File: config.mk
export PLATFORM = sky130hd
export DESIGN_NAME = image_header_dimension_probe
export DESIGN_NICKNAME = d
export VERILOG_FILES = /design/src/hw/rtl/ihdp_pkg.sv /design/src/hw/rtl/ihdp_csr.sv /design/src/hw/rtl/ihdp_parser.sv /design/src/hw/rtl/ihdp_out_stage.sv /design/src/hw/rtl/image_header_dimension_probe.sv
export SDC_FILE = /design/constraint.sdc
export NUM_CORES = 1
export LEC_CHECK = 0
export BUFFER_PORTS_ARGS = -buffer_cell sky130_fd_sc_hd__clkbuf_2
export CORE_UTILIZATION = 55
export CTS_CLUSTER_DIAMETER = 100
export CTS_CLUSTER_SIZE = 10
export DETAILED_ROUTE_END_ITERATION = 8
export PLACE_DENSITY = 0.73
export SLEW_MARGIN = 5
export SYNTH_ARGS = -nofsm -noshare
export SYNTH_HDL_FRONTEND = slang
export SYNTH_SLANG_ARGS = --single-unit
File: constraint.sdc
create_clock -name clock -period 18.98 [get_ports clock]
set_clock_uncertainty 0.1 [all_clocks]
set_input_delay 4.745 -clock clock [delete_from_list [all_inputs] [get_ports clock]]
set_output_delay 4.745 -clock clock [all_outputs]
set_load 0.01 [all_outputs]
File: src/hw/rtl/ihdp_pkg.sv
// Shared types, constants and helper functions for the image header dimension probe.
package ihdp_pkg;

   localparam int unsigned BYTE_COUNT_WIDTH = 24;
   localparam int unsigned DIM_WIDTH        = 32;
   localparam int unsigned SEG_LEN_WIDTH    = 16;

   localparam logic [BYTE_COUNT_WIDTH-1:0] BYTE_COUNT_RESET = '0;
   localparam logic                        IMAGE_FORMAT_RESET = 1'b1;

   localparam logic IMAGE_FORMAT_PNG  = 1'b0;
   localparam logic IMAGE_FORMAT_JPEG = 1'b1;

   localparam logic REG_IMAGE_FORMAT = 1'b0;
   localparam logic REG_BYTE_COUNT   = 1'b1;

   localparam logic [7:0] JPEG_FILL     = 8'hFF;
   localparam logic [7:0] JPEG_SOI      = 8'hD8;
   localparam logic [7:0] JPEG_EOI      = 8'hD9;
   localparam logic [7:0] JPEG_TEM      = 8'h01;
   localparam logic [7:0] JPEG_SOS      = 8'hDA;
   localparam logic [7:0] JPEG_SOF_BASE = 8'hC0;

   localparam logic [SEG_LEN_WIDTH-1:0] SOF_MIN_LEN = 16'd7;
   localparam logic [BYTE_COUNT_WIDTH-1:0] PNG_MIN_BYTES = 24'd24;
   localparam logic [BYTE_COUNT_WIDTH-1:0] JPEG_MIN_BYTES = 24'd4;

   typedef enum logic [9:0] {
      PH_IDLE   = 10'b0000000001,
      PH_PNG    = 10'b0000000010,
      PH_JSTART = 10'b0000000100,
      PH_JSOI   = 10'b0000001000,
      PH_JSEEK  = 10'b0000010000,
      PH_JFILL  = 10'b0000100000,
      PH_JLENHI = 10'b0001000000,
      PH_JLENLO = 10'b0010000000,
      PH_JSOF   = 10'b0100000000,
      PH_JSKIP  = 10'b1000000000
   } phase_type;

   typedef struct packed {
      logic                        image_format;
      logic [BYTE_COUNT_WIDTH-1:0] byte_count;
   } cfg_type;

   typedef struct packed {
      logic                 found;
      logic [DIM_WIDTH-1:0] width;
      logic [DIM_WIDTH-1:0] height;
   } verdict_type;

   function automatic logic [7:0] png_sig_byte(input logic [2:0] idx);
      logic [7:0] b;
      unique case (idx)
         3'd0: b = 8'h89;
         3'd1: b = 8'h50;
         3'd2: b = 8'h4E;
         3'd3: b = 8'h47;
         3'd4: b = 8'h0D;
         3'd5: b = 8'h0A;
         3'd6: b = 8'h1A;
         3'd7: b = 8'h0A;
      endcase
      return b;
   endfunction

   function automatic logic is_standalone(input logic [7:0] m);
      return (m == JPEG_SOI) || (m == JPEG_EOI) || (m == JPEG_TEM) ||
             (m[7:3] == 5'b11010);
   endfunction

   function automatic logic is_sof(input logic [7:0] m);
      return (m[7:4] == JPEG_SOF_BASE[7:4]) && (m[3:0] != 4'h4) &&
             (m[3:0] != 4'h8) && (m[3:0] != 4'hC);
   endfunction

endpackage

File: src/hw/rtl/ihdp_csr.sv
// Configuration registers: image format select and image byte count.
module ihdp_csr
   import ihdp_pkg::*;
(
   input  logic                        clock,
   input  logic                        reset,
   input  logic                        csr_write_enable,
   input  logic                        csr_index,
   input  logic [BYTE_COUNT_WIDTH-1:0] csr_write_data,
   output cfg_type                     cfg
);

   logic                        format_ff, format_in;
   logic [BYTE_COUNT_WIDTH-1:0] count_ff, count_in;

   always_comb begin
      format_in = format_ff;
      count_in  = count_ff;
      if (csr_write_enable) begin
         unique case (csr_index)
            REG_IMAGE_FORMAT: format_in = csr_write_data[0];
            REG_BYTE_COUNT:   count_in  = csr_write_data;
         endcase
      end
   end

   always_ff @(posedge clock) begin
      if (reset) begin
         format_ff <= IMAGE_FORMAT_RESET;
         count_ff  <= BYTE_COUNT_RESET;
      end else begin
         format_ff <= format_in;
         count_ff  <= count_in;
      end
   end

   assign cfg.image_format = format_ff;
   assign cfg.byte_count   = count_ff;

endmodule

File: src/hw/rtl/ihdp_parser.sv
// Header parser: per-byte phase machine for PNG header and JPEG marker scanning.
module ihdp_parser
   import ihdp_pkg::*;
(
   input  logic        clock,
   input  logic        reset,
   input  logic        step_en,
   input  logic [7:0]  data_byte,
   input  logic        first_byte,
   input  cfg_type     cfg,
   output logic        verdict_valid,
   output verdict_type verdict
);

   localparam int unsigned CW = BYTE_COUNT_WIDTH + 2;

   phase_type                   phase_ff, phase_in;
   logic [BYTE_COUNT_WIDTH-1:0] pos_ff, pos_in;
   logic [7:0]                  marker_ff, marker_in;
   logic [SEG_LEN_WIDTH-1:0]    len_ff, len_in;
   logic [SEG_LEN_WIDTH-1:0]    left_ff, left_in;
   logic [DIM_WIDTH-1:0]        wacc_ff, wacc_in;
   logic [DIM_WIDTH-1:0]        hacc_ff, hacc_in;
   logic                        give;
   logic                        ok;

   always_comb begin
      phase_type                   cur_phase;
      logic [BYTE_COUNT_WIDTH-1:0] cur_pos;
      logic [SEG_LEN_WIDTH-1:0]    new_len;
      logic [SEG_LEN_WIDTH-1:0]    k;
      logic [CW-1:0]               total;
      logic [CW-1:0]               p_ext;
      logic [CW-1:0]               next;
      logic                        active;

      cur_phase = phase_ff;
      cur_pos   = pos_ff;
      marker_in = marker_ff;
      len_in    = len_ff;
      left_in   = left_ff;
      wacc_in   = wacc_ff;
      hacc_in   = hacc_ff;
      give      = 1'b0;
      ok        = 1'b0;
      new_len   = '0;
      k         = '0;
      total     = {2'b00, cfg.byte_count};

      if (first_byte) begin
         cur_phase = (cfg.image_format == IMAGE_FORMAT_JPEG) ? PH_JSTART : PH_PNG;
         cur_pos   = '0;
         marker_in = '0;
         len_in    = '0;
         left_in   = '0;
         wacc_in   = '0;
         hacc_in   = '0;
      end
      active   = first_byte || (cur_phase != PH_IDLE);
      phase_in = cur_phase;
      pos_in   = cur_pos;
      p_ext    = {2'b00, cur_pos};
      next     = p_ext + CW'(1);

      if (active) begin
         if (p_ext >= total) begin
            give = 1'b1;
         end else begin
            pos_in = next[BYTE_COUNT_WIDTH-1:0];
            unique case (cur_phase)
               PH_PNG: begin
                  if (cfg.byte_count < PNG_MIN_BYTES) begin
                     give = 1'b1;
                  end else if (cur_pos < 24'd8) begin
                     give = (data_byte != png_sig_byte(cur_pos[2:0]));
                  end else if (cur_pos >= 24'd16 && cur_pos < 24'd20) begin
                     wacc_in = {wacc_ff[DIM_WIDTH-9:0], data_byte};
                  end else if (cur_pos >= 24'd20 && cur_pos < 24'd24) begin
                     hacc_in = {hacc_ff[DIM_WIDTH-9:0], data_byte};
                     if (cur_pos == 24'd23) begin
                        give = 1'b1;
                        ok   = (wacc_in != '0) && (hacc_in != '0);
                     end
                  end
               end
               PH_JSTART: begin
                  if (cfg.byte_count < JPEG_MIN_BYTES || data_byte != JPEG_FILL) begin
                     give = 1'b1;
                  end else begin
                     phase_in = PH_JSOI;
                  end
               end
               PH_JSOI: begin
                  if (data_byte != JPEG_SOI || !((next + CW'(3)) < total)) begin
                     give = 1'b1;
                  end else begin
                     phase_in = PH_JSEEK;
                  end
               end
               PH_JSEEK: begin
                  if (data_byte == JPEG_FILL) begin
                     phase_in = PH_JFILL;
                  end
                  if (next >= total) begin
                     give = 1'b1;
                  end
               end
               PH_JFILL: begin
                  if (data_byte == JPEG_FILL) begin
                     give = (next >= total);
                  end else begin
                     marker_in = data_byte;
                     if (is_standalone(data_byte)) begin
                        if (!((next + CW'(3)) < total)) begin
                           give = 1'b1;
                        end else begin
                           phase_in = PH_JSEEK;
                        end
                     end else if ((next + CW'(2)) > total) begin
                        give = 1'b1;
                     end else begin
                        phase_in = PH_JLENHI;
                     end
                  end
               end
               PH_JLENHI: begin
                  len_in   = {data_byte, 8'h00};
                  phase_in = PH_JLENLO;
               end
               PH_JLENLO: begin
                  new_len = {len_ff[SEG_LEN_WIDTH-1:8], data_byte};
                  len_in  = new_len;
                  if (new_len < SEG_LEN_WIDTH'(2) ||
                      (p_ext - CW'(1) + CW'(new_len)) > total) begin
                     give = 1'b1;
                  end else begin
                     left_in = new_len - SEG_LEN_WIDTH'(2);
                     if (is_sof(marker_ff) && new_len >= SOF_MIN_LEN) begin
                        phase_in = PH_JSOF;
                     end else if (marker_ff == JPEG_SOS) begin
                        give = 1'b1;
                     end else if (!((next + CW'(left_in) + CW'(3)) < total)) begin
                        give = 1'b1;
                     end else begin
                        phase_in = (left_in != '0) ? PH_JSKIP : PH_JSEEK;
                     end
                  end
               end
               PH_JSOF: begin
                  k       = (len_ff - SEG_LEN_WIDTH'(2)) - left_ff;
                  left_in = left_ff - SEG_LEN_WIDTH'(1);
                  if (k == SEG_LEN_WIDTH'(1) || k == SEG_LEN_WIDTH'(2)) begin
                     hacc_in = {16'h0000, hacc_ff[7:0], data_byte};
                  end else if (k == SEG_LEN_WIDTH'(3) || k == SEG_LEN_WIDTH'(4)) begin
                     wacc_in = {16'h0000, wacc_ff[7:0], data_byte};
                  end
                  if (k >= SEG_LEN_WIDTH'(4)) begin
                     if (wacc_in != '0 && hacc_in != '0) begin
                        give = 1'b1;
                        ok   = 1'b1;
                     end else begin
                        wacc_in = '0;
                        hacc_in = '0;
                        if (!((next + CW'(left_in) + CW'(3)) < total)) begin
                           give = 1'b1;
                        end else begin
                           phase_in = (left_in != '0) ? PH_JSKIP : PH_JSEEK;
                        end
                     end
                  end
               end
               PH_JSKIP: begin
                  if (left_ff != '0) begin
                     left_in = left_ff - SEG_LEN_WIDTH'(1);
                  end
                  if (left_in == '0) begin
                     phase_in = PH_JSEEK;
                  end
               end
               default: begin
                  phase_in = PH_IDLE;
               end
            endcase
         end
      end
      if (give) begin
         phase_in = PH_IDLE;
      end
   end

   always_ff @(posedge clock) begin
      if (reset) begin
         phase_ff  <= PH_IDLE;
         pos_ff    <= '0;
         marker_ff <= '0;
         len_ff    <= '0;
         left_ff   <= '0;
         wacc_ff   <= '0;
         hacc_ff   <= '0;
      end else if (step_en) begin
         phase_ff  <= phase_in;
         pos_ff    <= pos_in;
         marker_ff <= marker_in;
         len_ff    <= len_in;
         left_ff   <= left_in;
         wacc_ff   <= wacc_in;
         hacc_ff   <= hacc_in;
      end
   end

   assign verdict_valid  = step_en && give;
   assign verdict.found  = ok;
   assign verdict.width  = ok ? wacc_in : '0;
   assign verdict.height = ok ? hacc_in : '0;

   a_idle_after_verdict: assert property (@(posedge clock) disable iff (reset)
      verdict_valid |=> phase_ff == PH_IDLE)
      else $error("Parser did not return to idle after a verdict.");

   a_found_nonzero: assert property (@(posedge clock) disable iff (reset)
      verdict_valid && verdict.found |-> verdict.width != '0 && verdict.height != '0)
      else $error("Positive verdict carries a zero dimension.");

   a_position_advance: assert property (@(posedge clock) disable iff (reset)
      step_en && !first_byte && phase_ff != PH_IDLE && !give
      |=> pos_ff == $past(pos_ff) + BYTE_COUNT_WIDTH'(1))
      else $error("Byte position did not advance by one on a parsed byte.");

endmodule

File: src/hw/rtl/ihdp_out_stage.sv
// Result register that holds one verdict until the result transfer completes.
module ihdp_out_stage
   import ihdp_pkg::*;
(
   input  logic                 clock,
   input  logic                 reset,
   input  logic                 load,
   input  verdict_type          verdict,
   input  logic                 rsp_ready,
   output logic                 slot_free,
   output logic                 rsp_valid,
   output logic                 rsp_found,
   output logic [DIM_WIDTH-1:0] rsp_width,
   output logic [DIM_WIDTH-1:0] rsp_height
);

   logic        valid_ff, valid_in;
   verdict_type data_ff;

   assign slot_free = !valid_ff || rsp_ready;
   assign valid_in  = load || (valid_ff && !rsp_ready);

   always_ff @(posedge clock) begin
      if (reset) begin
         valid_ff <= 1'b0;
      end else begin
         valid_ff <= valid_in;
      end
   end

   always_ff @(posedge clock) begin
      if (load) begin
         data_ff <= verdict;
      end
   end

   assign rsp_valid  = valid_ff;
   assign rsp_found  = data_ff.found;
   assign rsp_width  = data_ff.width;
   assign rsp_height = data_ff.height;

endmodule

File: src/hw/rtl/image_header_dimension_probe.sv
// Top level of the image header dimension probe: input register, parser and result register.
//
// The probe takes one image byte per cycle while not stalled and gives at most one verdict per
// image, found with width and height or a rejection, on the byte at which the answer is settled.
// A byte is registered on its transfer, parsed by the phase machine once the result register
// can take a verdict, and its verdict, if any, is presented from the result register in the
// cycle after the parse step. With the result side ready, one byte is taken every cycle; the
// parse step advances only while the result register is empty or being emptied, so a stalled
// verdict holds the input side after one buffered byte.
// Configuration is to be written between images; the block itself does not enforce this.
module image_header_dimension_probe
   import ihdp_pkg::*;
(
   input  logic                        clock,
   input  logic                        reset,
   input  logic                        req_valid,
   output logic                        req_ready,
   input  logic [7:0]                  req_data_byte,
   input  logic                        req_first_byte,
   output logic                        rsp_valid,
   input  logic                        rsp_ready,
   output logic                        rsp_found,
   output logic [DIM_WIDTH-1:0]        rsp_width,
   output logic [DIM_WIDTH-1:0]        rsp_height,
   input  logic                        csr_write_enable,
   input  logic                        csr_index,
   input  logic [BYTE_COUNT_WIDTH-1:0] csr_write_data
);

   cfg_type     cfg;
   verdict_type verdict;
   logic        verdict_valid;
   logic        slot_free;
   logic        step;
   logic        in_valid_ff, in_valid_in;
   logic [7:0]  in_data_ff;
   logic        in_first_ff;

   assign step        = in_valid_ff && slot_free;
   assign req_ready   = !in_valid_ff || step;
   assign in_valid_in = (req_valid && req_ready) || (in_valid_ff && !step);

   always_ff @(posedge clock) begin
      if (reset) begin
         in_valid_ff <= 1'b0;
      end else begin
         in_valid_ff <= in_valid_in;
      end
   end

   always_ff @(posedge clock) begin
      if (req_valid && req_ready) begin
         in_data_ff  <= req_data_byte;
         in_first_ff <= req_first_byte;
      end
   end

   ihdp_csr u_csr (
      .clock            (clock),
      .reset            (reset),
      .csr_write_enable (csr_write_enable),
      .csr_index        (csr_index),
      .csr_write_data   (csr_write_data),
      .cfg              (cfg)
   );

   ihdp_parser u_parser (
      .clock         (clock),
      .reset         (reset),
      .step_en       (step),
      .data_byte     (in_data_ff),
      .first_byte    (in_first_ff),
      .cfg           (cfg),
      .verdict_valid (verdict_valid),
      .verdict       (verdict)
   );

   ihdp_out_stage u_out (
      .clock      (clock),
      .reset      (reset),
      .load       (verdict_valid),
      .verdict    (verdict),
      .rsp_ready  (rsp_ready),
      .slot_free  (slot_free),
      .rsp_valid  (rsp_valid),
      .rsp_found  (rsp_found),
      .rsp_width  (rsp_width),
      .rsp_height (rsp_height)
   );

endmodule

* Word-level counts from Yosys, hierarchy flattened
Memory sizes are Yosys's and may differ from the RTL's.
Cells that the tools add are included.
** Operators by class
- Reductions and logical operators :: 42
- Bitwise gates (word level) :: 1
- Mux-type cells :: 109
- Add/subtract/negate cells :: 13
- $lt $le $gt $ge :: 17
- Eq/ne operators :: 29
** Operator list (count)
- $mux W32 :: 26
- $mux W10 :: 21
- $mux W16 :: 11
- $pmux W32 S2 :: 2
- $reduce_bool A32 Y1 :: 4
- $add A26 B2 Y26 const B :: 4
- $pmux W10 S9 :: 1
- $mux W8 :: 10
- $add A26 B16 Y26 :: 3
- $lt A26 B24 Y1 :: 3
- $lt A24 B5 Y1 const B :: 3
- $mux W24 :: 3
- $gt A26 B24 Y1 :: 2
- $ge A24 B5 Y1 const B :: 2
- $pmux W16 S3 :: 1
- $reduce_bool A16 Y1 :: 3
- $eq A16 B2 Y1 const B :: 2
- $eq A8 B8 Y1 const B :: 4
- $ge A16 B3 Y1 const B :: 2
- $pmux W16 S2 :: 1
- $sub A16 B2 Y16 const B :: 2
- $mux W1 :: 30
- $ge A26 B24 Y1 :: 1
- $add A24 B1 Y25 const B :: 1
- other kinds (37) :: 69
** Storage, ports and cells
- Flip-flop bits (word level) :: 239
- Memories kept :: 1
- ROM bits :: 56
- Logic and storage cells :: 229
- Output and inout bits :: 67
- Bits of input ports :: 39
** Memories
- (name not given) :: depth 8, width 7, rd ports 1, clocked after Yosys merged registers in 0, write ports 0, RTL line ihdp_pkg.sv:54 : unique case (idx)

* Longest topological paths before layout
- Word-level depth :: 18
- Gate-level depth with buffers :: 35
- Mapped depth without buffers :: 31

* By module
Synthesis repeated with hierarchy kept, for this count alone.
** Second synthesis, totals
- Cells, all modules :: 2741
- Area total of the unflattened synthesis :: 22406.5 um2
** By module, submodules not included
- ihdp_parser :: instances 1, area an instance 18760.5 um2, cells an instance 2542, seq. area each 2762.6 um2
- ihdp_out_stage :: instances 1, area an instance 1998.2 um2, cells an instance 69, seq. area each 1971.9 um2
- ihdp_csr :: instances 1, area an instance 1315.0 um2, cells an instance 115, seq. area each 500.5 um2
- image_header_dimension_probe :: instances 1, area an instance 332.8 um2, cells an instance 15, seq. area each 290.3 um2

* Worst setup path after synthesis
OpenSTA, ideal clock, no wires.
- Kind :: input to output
- Start :: in rsp_ready
- End :: out req_ready
- Data required time :: 14135 ps
- Arrival time :: 4953 ps
- Setup slack :: 9182 ps
- Cell stages on the path :: 1
- Path buffers :: 0
- Path through :: nand3b_1
** On the way
- Longest elaborated chain between the ends :: 3
** Ends and longest elaborated chain
- from (decl) :: RTL line image_header_dimension_probe.sv:21 : input logic rsp_ready,
- $logic_or A1 B1 Y1 :: RTL line ihdp_out_stage.sv:20 : assign slot_free = !valid_ff || rsp_ready;
- $logic_and A1 B1 Y1 :: RTL line image_header_dimension_probe.sv:39 : assign step = in_valid_ff && slot_free;
- $logic_or A1 B1 Y1 :: RTL line image_header_dimension_probe.sv:40 : assign req_ready = !in_valid_ff || step;
- to (decl) :: RTL line image_header_dimension_probe.sv:17 : output logic req_ready,
Every way passes these cells.

* Worst setup path after layout
- Start :: reg in_first_ff
- End :: reg u_out.data_ff (netlist bit u_out.rsp_height[25]) (enable)
** On the way
- Longest elaborated chain between the ends :: 14
- Elaborated cells on any way between the ends :: 81
- Those cells by class :: add/sub: 9; order compare: 12; eq/ne: 10; mux: 39; reduce/logical: 10; memory: 1
** Ends and longest elaborated chain
- from (decl) :: RTL line image_header_dimension_probe.sv:37 : logic in_first_ff;
- from (signal assigned) :: RTL line image_header_dimension_probe.sv:54 : in_first_ff <= req_first_byte;
- parallel branches: the longest is 12 deep, another holds $add A26 B16 Y26
- $mux W1 * :: RTL line ihdp_parser.sv:65 : if (active) begin
- $logic_and A1 B1 Y1 * :: RTL line ihdp_parser.sv:211 : assign verdict_valid = step_en && give;
- net u_out.load :: RTL line ihdp_out_stage.sv:7 : input logic load,
- to (signal assigned) :: RTL line ihdp_out_stage.sv:33 : data_ff <= verdict;
- to (decl) :: RTL line ihdp_out_stage.sv:18 : verdict_type data_ff;
Mark *: on every way through the listed nets, which the timed path passes. The select of a mux whose other input is x is not followed.
A chain may end at the register's enable or synchronous reset.

==> results.cfg <==
[run_status]
run_status = complete, no violations

[worst_setup_path]
startpoint_type = register
critPathKind = reg -> reg
endpoint_kind = register
cpMaxStageDelayCell = a2111oi_0
cp_max_fo = 65
max_stage_delay_ps = 860
crit_required_ps = 19060
crit_arrival_ps = 10360

[routing]
drt_pass1_iterations = 5
totalWireLength_um = 74400
ant_nets = 0
via_count = 21100
drc = 0
wl_per_cell_um = 22.9
vias_per_cell = 6.52
drtIter0Drc = 2180

[cts]
cts_tree = done
holdBufCountCts = 0
cts_sinks = 239
post_cts_resized = 0
numCtsBuffers = 28
htreeDepth = 1
cts_setup_buffers = 0
ctsRootBufferMaster = clkbuf_16
clock_latency_ps = 580
clockBufferDepth = 3
clk_pin_slew_ps = 70

[synth]
ys_seq_area_frac = 0.255
ys_types = 104
ys.flop_type = dfxtp_1
avgSynthCellArea_um2 = 8.15
synth_top_cell_area_share = 0.160
synthMostInstantiatedCell = ha_1
synth_nets = 2984
yosys_warnings = 0
yosysTopAreaCell = ha_1
synth_area_leaders = ha_1 16%, dfxtp_1 15%, edfxtp_1 10%
synth_edf_count = 74
ys_ff_latch = 239
syn_inst = 2663
synth_common_cells = 278 x ha_1, 270 x nor2_1, 246 x nand2_1
synthArstFlopShare = 0
netlist_area_mm2 = 0.0217

[timing]
relSlewSlack = 0.100
setup_tns_ps = 0
post-route-period-util = 0.542
worst_pin_slew_ps = 1340
rsz0062_at_grt = false
fin_crit_ps = 10280
setup_viol = 0
fmax_mhz = 97.2
hold_violations = 0
drv_slew = 0

[placed_design]
dp_cells = 3195
portBuffers = 105
place.gp.congestion = 1.00
dp_hpwl_um = 58000

[grt]
first_global_vias = 19800
grt_max_degree = 76
gr-total-overflow = 0
grtUsageTotal = 0.363
antenna_found_initial = 1
grt_pass1_wl_um = 116000

[finish]
final_nets = 3028
final_cells = 3243
drive_gt1_frac = 0.0829
syn2layout_area_growth_pct = 8.11
antenna-diode-count = 0

[floorplan]
die_y_um = 201
rows = 72
io_pins = 106
die_area_mm2 = 0.0402
die_w_um = 201
core_area_mm2 = 0.0387
start_util = 0.560

[power]
total_power_mw = 1.33
p_per_area_mw_per_mm2 = 56.5
leakagePower_nw = 10.1
vdd_drop_max_v = 0.0000636

[job]
cap_viol_max_count = 0

[min_path]
min_path_type = reg -> reg
per-layer routing:
metal,track usage,share of wire,routed length (um)
met5,0,0.00017,13
met4,0.174,0.052,3880
met3,0.0547,0.082,6100
met2,0.577,0.44,33000
met1,0.482,0.42,31400
cell families (layout without fill, tap and decap cells):
kind of cell,Yosys count,in the layout,share of synthesized area
buf+inv,278,340,0.0508
compound gates,713,713,0.230
xor+xnor,167,167,0.0694
flops,239,239,0.255
fa+ha+maj,283,283,0.164
mux,17,17,0.00877
simple gates,966,966,0.222
worst paths after layout:
path                            cells after the start  slack, ps                    to         startpoint
worst max-delay path                               32       8700  u_out.rsp_height[25]        in_first_ff
worst max register to register                     32       8700  u_out.rsp_height[25]        in_first_ff
worst min-delay path                                2        360     u_csr.count_ff[2]  u_csr.count_ff[2]
worst min register to register                      2        360     u_csr.count_ff[2]  u_csr.count_ff[2]
area by class of cell:
type,count,area (um^2)
clock buffers,45,786
inverters,143,537
clock inverters,3,17.5
fillers,3503,15300
well taps,518,648
multi-input cells,2146,15100
repair buffers,149,858
flip-flops and latches,239,5530
cells in the final DEF, fill, tap and decap left out, drive strengths merged, types with 8 or more instances in the layout:
cell     instances
a21o            63
clkbuf         149
and2            30
o21a            20
o31ai           18
a31oi           25
inv            142
nor2b           33
nand2          247
mux2i           11
ha             278
nand3           64
xor2            50
a211oi          32
and3            33
nand4           44
a22o            65
o211ai          29
edfxtp          74
a22oi           95
o21ai           86
nand3b          12
nor4            53
o311ai           8
o22ai           14
nor3            68
or4             13
xnor2          116
nand2b          25
nor2           270
or3             13
buf             45
and4            14
o21bai          20
a2111oi          9
a21oi          147
dfxtp          165
flip-flops by register name, summed over array words and instances (netlist names):
register	count
u_parser.wacc_ff	32
u_parser.marker_ff	8
u_out.rsp_valid	1
u_parser.phase_ff	10
u_parser.left_ff	16
u_out.rsp_found	1
u_out.rsp_height	32
u_parser.hacc_ff	32
in_first_ff	1
u_out.rsp_width	32
u_parser.pos_ff	24
u_csr.format_ff	1
u_csr.count_ff	24
in_valid_ff	1
u_parser.len_ff	16
in_data_ff	8
metrics by stage:
| step | utilization | hold WS, ps | cell area [um^2] | setup WS (ps) |
|---|---|---|---|---|
| 2_1_floorplan | - | 336 | 21700 | 9180 |
| 3_3_place_gp | 0.585 | 346 | 22700 | 8990 |
| 3_5_place_dp | 0.585 | 350 | 22700 | 8980 |
| 4_1_cts | 0.605 | 358 | 23500 | 8950 |
| 5_1_grt | 0.605 | 392 | 23500 | 7820 |
| 6_report | 0.605 | 356 | 23500 | 8700 |
power breakdown:
part	switching, mW	total (mW)	leakage, nW	internal [mW]
clock network	0.220	0.500	0.384	0.280
registers	0.00651	0.540	2.13	0.533
logic	0.183	0.286	7.54	0.103
worst max-delay path: cells and delay by family, from the launching register on:
family | cells | cell delay [ps]
AO/OA/AOI/OAI | 11 | 3320
multiplexers | 1 | 750
AND/OR/NAND/NOR | 9 | 1950
XOR/XNOR | 2 | 390
buffers and inverters | 6 | 1850
adder cells (fa/ha/maj) | 3 | 1110
flip-flops | 1 | 390
No activity file was read; power rests on OpenSTA's default activity.
